**src/design/sme_pkg.sv**
```systemverilog
// Shared constants for the stack machine engine: stack geometry, operation
// codes and error codes. Depends on nothing.
package sme_pkg;

    localparam int STACK_DEPTH = 64;
    localparam int DATA_W      = 32;
    localparam int ADDR_W      = $clog2(STACK_DEPTH);
    localparam int CNT_W       = $clog2(STACK_DEPTH + 1);

    localparam logic [2:0] OP_PUSH = 3'd0;
    localparam logic [2:0] OP_POP  = 3'd1;
    localparam logic [2:0] OP_SWAP = 3'd2;
    localparam logic [2:0] OP_PEEK = 3'd3;
    localparam logic [2:0] OP_DUMP = 3'd4;

    localparam logic [2:0] ERR_NONE       = 3'd0;
    localparam logic [2:0] ERR_BAD_ARG    = 3'd1;
    localparam logic [2:0] ERR_PEEK_EMPTY = 3'd2;
    localparam logic [2:0] ERR_POP_EMPTY  = 3'd3;
    localparam logic [2:0] ERR_SWAP_SHORT = 3'd4;
    localparam logic [2:0] ERR_FULL       = 3'd5;

endpackage

```
**src/design/sme_ram.sv**
```systemverilog
// Generic single-clock RAM with one write port and one registered read port.
// Depends on nothing.
module sme_ram #(
    parameter int WIDTH = 32,
    parameter int DEPTH = 64
) (
    input  logic                     i_clk,
    input  logic                     i_we,
    input  logic [$clog2(DEPTH)-1:0] i_waddr,
    input  logic [WIDTH-1:0]         i_wdata,
    input  logic                     i_re,
    input  logic [$clog2(DEPTH)-1:0] i_raddr,
    output logic [WIDTH-1:0]         o_rdata
);

    logic [WIDTH-1:0] r_mem [DEPTH];
    logic [WIDTH-1:0] r_rdata;

    always_ff @(posedge i_clk) begin
        if (i_we) begin
            r_mem[i_waddr] <= i_wdata;
        end
        if (i_re) begin
            r_rdata <= r_mem[i_raddr];
        end
    end

    assign o_rdata = r_rdata;

endmodule

```
**src/design/stack_machine_engine.sv**
```systemverilog
// Top level of the stack machine engine: operation sequencer, entry counter
// and output register around the stack RAM.
// Depends on sme_pkg and sme_ram.
//
//   channel  direction  handshake                 payload
//   in       sink       i_in_valid / o_in_stall   i_func, i_push_value, i_arg_ok
//   out      source     o_out_valid / i_out_stall o_top_value, o_error_code, o_is_last
//
// Push and pop complete in the idle state; swap steps through SW1 to SW3,
// as the single RAM read port and single write port each serve two accesses
// in turn. Peek and an error pass through their own state, dump walks the
// entries paced by the RAM. A halted block still takes beats and drops them.
// Reset is synchronous and clears the count and the halt flag, not the RAM
// contents. A stalled output holds peek, dump and error; the read data waits.
module stack_machine_engine
    import sme_pkg::*;
(
    input  logic                     i_clk,
    input  logic                     i_rst_n,
    input  logic                     i_in_valid,
    output logic                     o_in_stall,
    input  logic [2:0]               i_func,
    input  logic signed [DATA_W-1:0] i_push_value,
    input  logic                     i_arg_ok,
    output logic                     o_out_valid,
    input  logic                     i_out_stall,
    output logic signed [DATA_W-1:0] o_top_value,
    output logic [2:0]               o_error_code,
    output logic                     o_is_last
);

    typedef enum logic [6:0] {
        S_IDLE = 7'b0000001,
        S_SW1  = 7'b0000010,
        S_SW2  = 7'b0000100,
        S_SW3  = 7'b0001000,
        S_PEEK = 7'b0010000,
        S_DUMP = 7'b0100000,
        S_ERR  = 7'b1000000
    } t_state;

    t_state             r_state, n_state;
    logic [CNT_W-1:0]   r_count, n_count;
    logic               r_halted, n_halted;
    logic [2:0]         r_err, n_err;
    logic [ADDR_W-1:0]  r_ptr, n_ptr;
    logic [DATA_W-1:0]  r_tmp, n_tmp;
    logic               r_out_valid;
    logic [DATA_W-1:0]  r_out_value;
    logic [2:0]         r_out_code;
    logic               r_out_last;

    logic               w_in_acc;
    logic               w_out_free;
    logic [CNT_W-1:0]   w_cnt_m1, w_cnt_m2;
    logic               w_ram_we, w_ram_re;
    logic [ADDR_W-1:0]  w_ram_waddr, w_ram_raddr;
    logic [DATA_W-1:0]  w_ram_wdata, w_ram_rdata;
    logic               w_load;
    logic [DATA_W-1:0]  w_ld_value;
    logic [2:0]         w_ld_code;
    logic               w_ld_last;

    assign o_in_stall = (r_state != S_IDLE);
    assign w_in_acc   = i_in_valid && !o_in_stall;
    assign w_out_free = !r_out_valid || !i_out_stall;
    assign w_cnt_m1   = r_count - CNT_W'(1);
    assign w_cnt_m2   = r_count - CNT_W'(2);

    sme_ram #(
        .WIDTH(DATA_W),
        .DEPTH(STACK_DEPTH)
    ) u_ram (
        .i_clk  (i_clk),
        .i_we   (w_ram_we),
        .i_waddr(w_ram_waddr),
        .i_wdata(w_ram_wdata),
        .i_re   (w_ram_re),
        .i_raddr(w_ram_raddr),
        .o_rdata(w_ram_rdata)
    );

    always_comb begin
        n_state     = r_state;
        n_count     = r_count;
        n_halted    = r_halted;
        n_err       = r_err;
        n_ptr       = r_ptr;
        n_tmp       = r_tmp;
        w_ram_we    = 1'b0;
        w_ram_waddr = r_count[ADDR_W-1:0];
        w_ram_wdata = i_push_value;
        w_ram_re    = 1'b0;
        w_ram_raddr = w_cnt_m1[ADDR_W-1:0];
        w_load      = 1'b0;
        w_ld_value  = '0;
        w_ld_code   = ERR_NONE;
        w_ld_last   = 1'b1;
        unique case (r_state)
            S_IDLE: begin
                if (w_in_acc && !r_halted) begin
                    unique case (i_func)
                        OP_PUSH: begin
                            if (!i_arg_ok) begin
                                n_err   = ERR_BAD_ARG;
                                n_state = S_ERR;
                            end else if (r_count == CNT_W'(STACK_DEPTH)) begin
                                n_err   = ERR_FULL;
                                n_state = S_ERR;
                            end else begin
                                w_ram_we = 1'b1;
                                n_count  = r_count + CNT_W'(1);
                            end
                        end
                        OP_POP: begin
                            if (r_count == '0) begin
                                n_err   = ERR_POP_EMPTY;
                                n_state = S_ERR;
                            end else begin
                                n_count = w_cnt_m1;
                            end
                        end
                        OP_SWAP: begin
                            if (r_count < CNT_W'(2)) begin
                                n_err   = ERR_SWAP_SHORT;
                                n_state = S_ERR;
                            end else begin
                                w_ram_re = 1'b1;
                                n_state  = S_SW1;
                            end
                        end
                        OP_PEEK: begin
                            if (r_count == '0) begin
                                n_err   = ERR_PEEK_EMPTY;
                                n_state = S_ERR;
                            end else begin
                                w_ram_re = 1'b1;
                                n_state  = S_PEEK;
                            end
                        end
                        OP_DUMP: begin
                            if (r_count != '0) begin
                                w_ram_re = 1'b1;
                                n_ptr    = w_cnt_m1[ADDR_W-1:0];
                                n_state  = S_DUMP;
                            end
                        end
                        default: begin
                        end
                    endcase
                end
            end
            S_SW1: begin
                n_tmp       = w_ram_rdata;
                w_ram_re    = 1'b1;
                w_ram_raddr = w_cnt_m2[ADDR_W-1:0];
                n_state     = S_SW2;
            end
            S_SW2: begin
                w_ram_we    = 1'b1;
                w_ram_waddr = w_cnt_m1[ADDR_W-1:0];
                w_ram_wdata = w_ram_rdata;
                n_state     = S_SW3;
            end
            S_SW3: begin
                w_ram_we    = 1'b1;
                w_ram_waddr = w_cnt_m2[ADDR_W-1:0];
                w_ram_wdata = r_tmp;
                n_state     = S_IDLE;
            end
            S_PEEK: begin
                if (w_out_free) begin
                    w_load     = 1'b1;
                    w_ld_value = w_ram_rdata;
                    n_state    = S_IDLE;
                end
            end
            S_DUMP: begin
                if (w_out_free) begin
                    w_load     = 1'b1;
                    w_ld_value = w_ram_rdata;
                    w_ld_last  = (r_ptr == '0);
                    if (r_ptr == '0) begin
                        n_state = S_IDLE;
                    end else begin
                        n_ptr       = r_ptr - ADDR_W'(1);
                        w_ram_re    = 1'b1;
                        w_ram_raddr = r_ptr - ADDR_W'(1);
                    end
                end
            end
            S_ERR: begin
                if (w_out_free) begin
                    w_load    = 1'b1;
                    w_ld_code = r_err;
                    n_halted  = 1'b1;
                    n_state   = S_IDLE;
                end
            end
            default: begin
                n_state = S_IDLE;
            end
        endcase
    end

    always_ff @(posedge i_clk) begin
        if (!i_rst_n) begin
            r_state     <= S_IDLE;
            r_count     <= '0;
            r_halted    <= 1'b0;
            r_out_valid <= 1'b0;
        end else begin
            r_state  <= n_state;
            r_count  <= n_count;
            r_halted <= n_halted;
            if (w_load) begin
                r_out_valid <= 1'b1;
            end else if (!i_out_stall) begin
                r_out_valid <= 1'b0;
            end
        end
    end

    always_ff @(posedge i_clk) begin
        r_err <= n_err;
        r_ptr <= n_ptr;
        r_tmp <= n_tmp;
        if (w_load) begin
            r_out_value <= w_ld_value;
            r_out_code  <= w_ld_code;
            r_out_last  <= w_ld_last;
        end
    end

    assign o_out_valid  = r_out_valid;
    assign o_top_value  = r_out_value;
    assign o_error_code = r_out_code;
    assign o_is_last    = r_out_last;

`ifndef SYNTH
    a_count_bound: assert property (@(posedge i_clk) disable iff (!i_rst_n)
        r_count <= CNT_W'(STACK_DEPTH))
        else $error("Entry count exceeds the stack depth.");

    a_halt_freezes: assert property (@(posedge i_clk) disable iff (!i_rst_n)
        r_halted |=> $stable(r_count) && r_halted)
        else $error("A halted engine changed its entry count.");

    a_halt_idle: assert property (@(posedge i_clk) disable iff (!i_rst_n)
        r_halted |-> r_state == S_IDLE)
        else $error("A halted engine is still sequencing.");

    a_error_shape: assert property (@(posedge i_clk) disable iff (!i_rst_n)
        (o_out_valid && o_error_code != ERR_NONE) |-> (o_top_value == '0 && o_is_last))
        else $error("An error beat carries a value or is not marked last.");
`endif

endmodule
```
**config.mk**
```make
export PLATFORM = sky130hd
export DESIGN_NAME = stack_machine_engine
export DESIGN_NICKNAME = d
export VERILOG_FILES = /design/src/design/sme_pkg.sv /design/src/design/sme_ram.sv /design/src/design/stack_machine_engine.sv
export SDC_FILE = /design/constraint.sdc
export NUM_CORES = 2
export LEC_CHECK = 0
export ABC_AREA = 1
export BUFFER_PORTS_ARGS = -buffer_cell sky130_fd_sc_hd__buf_2
export CORE_MARGIN = 4
export CORE_UTILIZATION = 45
export DETAILED_ROUTE_END_ITERATION = 8
export PLACE_DENSITY = 0.57
export SLEW_MARGIN = 20
export SYNTH_ARGS = -nofsm -noshare
export SYNTH_HDL_FRONTEND = slang
export SYNTH_HIERARCHICAL = 1
export SYNTH_SLANG_ARGS = --single-unit
export TNS_END_PERCENT = 20
```
**constraint.sdc**
```tcl
create_clock -name i_clk -period 7.76 [get_ports i_clk]
set_input_delay 1.94 -clock i_clk [delete_from_list [all_inputs] [get_ports i_clk]]
set_output_delay 1.94 -clock i_clk [all_outputs]
set_load 0.02 [all_outputs]
```
==> insert_results.sql <==
INSERT INTO impl_metrics (metric_group, metric, value, unit) VALUES
('grt', 'grt.overflow.total', '0', ''),
('floorplanning', 'initial_utilization', '45.47', '%'),
('min_path', 'holdCritPathClass', 'register to register', ''),
('logic_synthesis', 'postSynthNetCount', '7348', ''),
('sta', 'layout_worst_path_cycle_share', '67.45', '%'),
('floorplanning', 'die_width', '450.0', 'µm'),
('logic_synthesis', 'postSynthRegisterBits', '2173', ''),
('min_path', 'min_path_cells', '2', ''),
('sta', 'maxSlewViolCount', '0', ''),
('power', 'static-leakage-power', '34.39', 'nW'),
('power', 'vdd.ir_drop.worst', '257.4', 'µV'),
('sta', 'fin_ws', '2526', 'ps'),
('logic_synthesis', 'netlist_area', '87930', 'µm²'),
('sta', 'fin_crit', '5234', 'ps'),
('sta', 'max-slew-margin-rel', '22.48', '%'),
('placement', 'place.detailed.instances', '9637', ''),
('routing', 'vias', '58370', ''),
('floorplanning', 'overall_die_area', '202500', 'µm²'),
('worst_setup_path', 'cp_slowest_stage_delay', '560', 'ps'),
('placement', 'dp_worst_setup_slack', '1735', 'ps'),
('grt', 'first_global_vias', '55100', ''),
('routing', 'antenna_left', '0', ''),
('clocking', 'cts-hold-fix-buffers', '0', ''),
('logic_synthesis', 'synth_async_sr_flop_share', '0', '%'),
('routing', 'drt_iter0_drc', '7239', ''),
('worst_setup_path', 'timing.critical_path.arrival', '5920', 'ps'),
('worst_setup_path', 'crit_path_top_delay_cell', 'sky130_fd_sc_hd__o221ai_4', ''),
('routing', 'detail_route.drc_violations', '0', ''),
('logic_synthesis', 'synth.lib_cells_used.distinct', '44', ''),
('worst_setup_path', 'endpoint_kind', 'register', ''),
('placement', 'gp_routability_congestion', '0.8608', ''),
('worst_setup_path', 'worstRegToRegCells', '10', ''),
('worst_setup_path', 'rr_startpoint', 'r_count[1]', ''),
('worst_setup_path', 'cp_common_cell', 'sky130_fd_sc_hd__nand2_1', ''),
('layout', 'finalCoreUtilization', '50.96', '%'),
('placement', 'place.detailed.hpwl', '147.2', 'mm'),
('clocking', 'cts_inserted_buffers', '222', ''),
('sta', 'count_of_endpoints_failing_setup_in_the_final_report', '0', ''),
('layout', 'instances_no_fill', '10050', ''),
('logic_synthesis', 'syn-instance-count', '7301', ''),
('logic_synthesis', 'yosysSeqAreaShare', '74.03', '%'),
('routing', 'average_wire_per_cell_in_the_routed_design', '26.73', 'µm'),
('sta', 'tns', '0', 'ps'),
('logic_synthesis', 'syn_area_per_cell', '12.04', 'µm²'),
('clocking', 'clock_tree.root_cell', 'sky130_fd_sc_hd__clkbuf_16', ''),
('floorplanning', 'core-area', '193400', 'µm²'),
('worst_setup_path', 'setup.worst_path.start', 'i_out_stall', ''),
('logic_synthesis', 'ys.warnings.count', '6', ''),
('clocking', 'tritoncts_num_sinks', '2173', ''),
('worst_setup_path', 'endpoint_required_time_on_the_critical_path', '8440', 'ps'),
('worst_setup_path', 'critPathKind', 'primary input to register', ''),
('grt', 'grt_antenna_before_repair', '8', ''),
('sta', 'worstMarginPinSlew', '1163', 'ps'),
('worst_setup_path', 'worstSetupStartpointType', 'primary input', ''),
('sta', 'achievable-frequency', '191.0', 'MHz'),
('sta', 'hold_violations', '0', ''),
('layout', 'area_delta_synth_final', '12.08', '%'),
('placement', 'portBuffers', '77', ''),
('routing', 'via_per_inst', '5.810', ''),
('clocking', 'postCtsSetupRepairBufs', '0', ''),
('clocking', 'htree_num_levels', '4', ''),
('logic_synthesis', 'synth_top_flop_cell', 'sky130_fd_sc_hd__edfxtp_1', ''),
('run_status', 'run_status', 'completed', ''),
('sta', 'fin_hold_ws', '486.5', 'ps'),
('grt', 'grt_start_max_net_pins', '176', ''),
('sta', 'unrepaired_setup_endpoints_after_global_routing', 'no', ''),
('clocking', 'cts-root-to-sink-buffers', '3', ''),
('layout', 'post_route_cells_drive_above_1_share', '9.047', '%'),
('logic_synthesis', 'number_of_enable_type_register_cells_in_the_synthesized_netlist', '2157', ''),
('clocking', 'cts_tree', 'done', ''),
('clocking', 'clk_pin_slew', '60', 'ps');
==> Yosys cell counts, types with 2 or more instances <==
cell	count	area, µm²
sky130_fd_sc_hd__a21oi_1	12	60.06
sky130_fd_sc_hd__buf_1	44	165.2
sky130_fd_sc_hd__buf_2	287	1436
sky130_fd_sc_hd__buf_4	48	360.4
sky130_fd_sc_hd__buf_6	4	45.04
sky130_fd_sc_hd__buf_8	2	30.03
sky130_fd_sc_hd__clkbuf_1	80	300.3
sky130_fd_sc_hd__dfxtp_1	16	320.3
sky130_fd_sc_hd__edfxtp_1	2157	64770
sky130_fd_sc_hd__ha_1	7	87.58
sky130_fd_sc_hd__inv_1	72	270.3
sky130_fd_sc_hd__inv_2	14	52.55
sky130_fd_sc_hd__mux2i_1	2	20.02
sky130_fd_sc_hd__nand2_1	2382	8941
sky130_fd_sc_hd__nand2_2	6	37.54
sky130_fd_sc_hd__nand2_4	2	22.52
sky130_fd_sc_hd__nand3_1	1926	9639
sky130_fd_sc_hd__nand3_2	3	30.03
sky130_fd_sc_hd__nand3_4	2	35.03
sky130_fd_sc_hd__nand4_1	10	62.56
sky130_fd_sc_hd__nor2_1	118	442.9
sky130_fd_sc_hd__nor2_2	3	18.77
sky130_fd_sc_hd__nor2_4	4	45.04
sky130_fd_sc_hd__nor3_1	6	30.03
sky130_fd_sc_hd__nor4_1	8	50.05
sky130_fd_sc_hd__o211ai_1	32	240.2
sky130_fd_sc_hd__o21ai_0	13	65.06
sky130_fd_sc_hd__o21ai_1	3	15.01
sky130_fd_sc_hd__o221ai_1	11	96.34
sky130_fd_sc_hd__xnor2_1	3	26.28
sky130_fd_sc_hd__xor2_1	11	96.34
==> through the flow <==
stage	total power [mW]	area, µm²
floorplan	16.67	87930
global placement	18.92	91630
detailed placement	18.94	91680
CTS	29.03	98520
global route	30.03	98550
finish	28.98	98560
==> worst max-delay path: cells and delay by family <==
kind                   cells  cell delay [ps]
AND/OR/NAND/NOR           11             2240
buffers and inverters      3              930
AO/OA/AOI/OAI              1              560
==> layer usage <==
metal	up-vias	routed length, µm	global-route usage, %
li1	26020	-	-
met3	499	23890	4.771
met5	-	0	0
met2	2733	125300	41.24
met4	0	11170	10.02
met1	29110	108200	35.96
==> cells by family after synthesis <==
group | after synthesis | share of synthesized area, %
AND/OR/NAND/NOR | 4473 | 22.06
flip-flops | 2173 | 74.03
buffers and inverters | 555 | 3.052
AO/OA/AOI/OAI | 77 | 0.6048
XOR/XNOR | 14 | 0.1394
adder cells (fa/ha/maj) | 7 | 0.09960
multiplexers | 2 | 0.02277
==> sequential cells by signal, indices dropped and copies added (netlist names) <==
| signal | count |
|---|---|
| u_ram/r_mem | 2048 |
| o_top_value | 32 |
| r_state | 7 |
| r_err | 3 |
| r_count | 7 |
| o_error_code | 3 |
| r_tmp | 32 |
| r_halted | 1 |
| r_ptr | 6 |
| o_is_last | 1 |
| o_out_valid | 1 |
| u_ram/o_rdata | 32 |
==> where the power goes <==
part | switching, mW | internal (mW) | leakage, nW
Clock | 4.44 | 5.75 | 3.33
Combinational | 4.28 | 1.36 | 11.5
Sequential | 0.0678 | 13.1 | 19.5
Total | 8.80 | 20.2 | 34.4
==> cell usage in the layout (no fill, tap or decap), drive strengths merged <==
cell type,count
nand2,2390
edfxtp,2157
nand3,1931
clkbuf,282
buf,279
nor2,126
inv,96
clkinv,96
o211ai,32
o21ai,17
dfxtp,16
bufinv,14
a21oi,14
xor2,11
nand4,11
o221ai,11
nor4,8
ha,7
nor3,6
diode,3
xnor2,3
clkinvlp,3
mux2i,2
or2,1
a211oi,1
o31ai,1
a31oi,1
==> cell type report <==
type,instances,area [µm²]
repair buffers,279,2355
well taps,2526,3161
multi-input cells,4573,20740
diodes,3,7.507
clock inverters,121,994.7
fillers,16670,94830
inverters,88,367.9
flip-flops and latches,2173,65090
clock buffers,282,5844
==> path summary, 6_finish.rpt <==
| path | endpoint | slack (ps) |
|---|---|---|
| min | r_halted | 490 |
| max reg2reg | u_ram/r_mem[59][23] | 2600 |
| max | u_ram/o_rdata[30] | 2530 |
| min reg2reg | r_halted | 490 |
No activity file was read; power rests on OpenSTA's default activity.
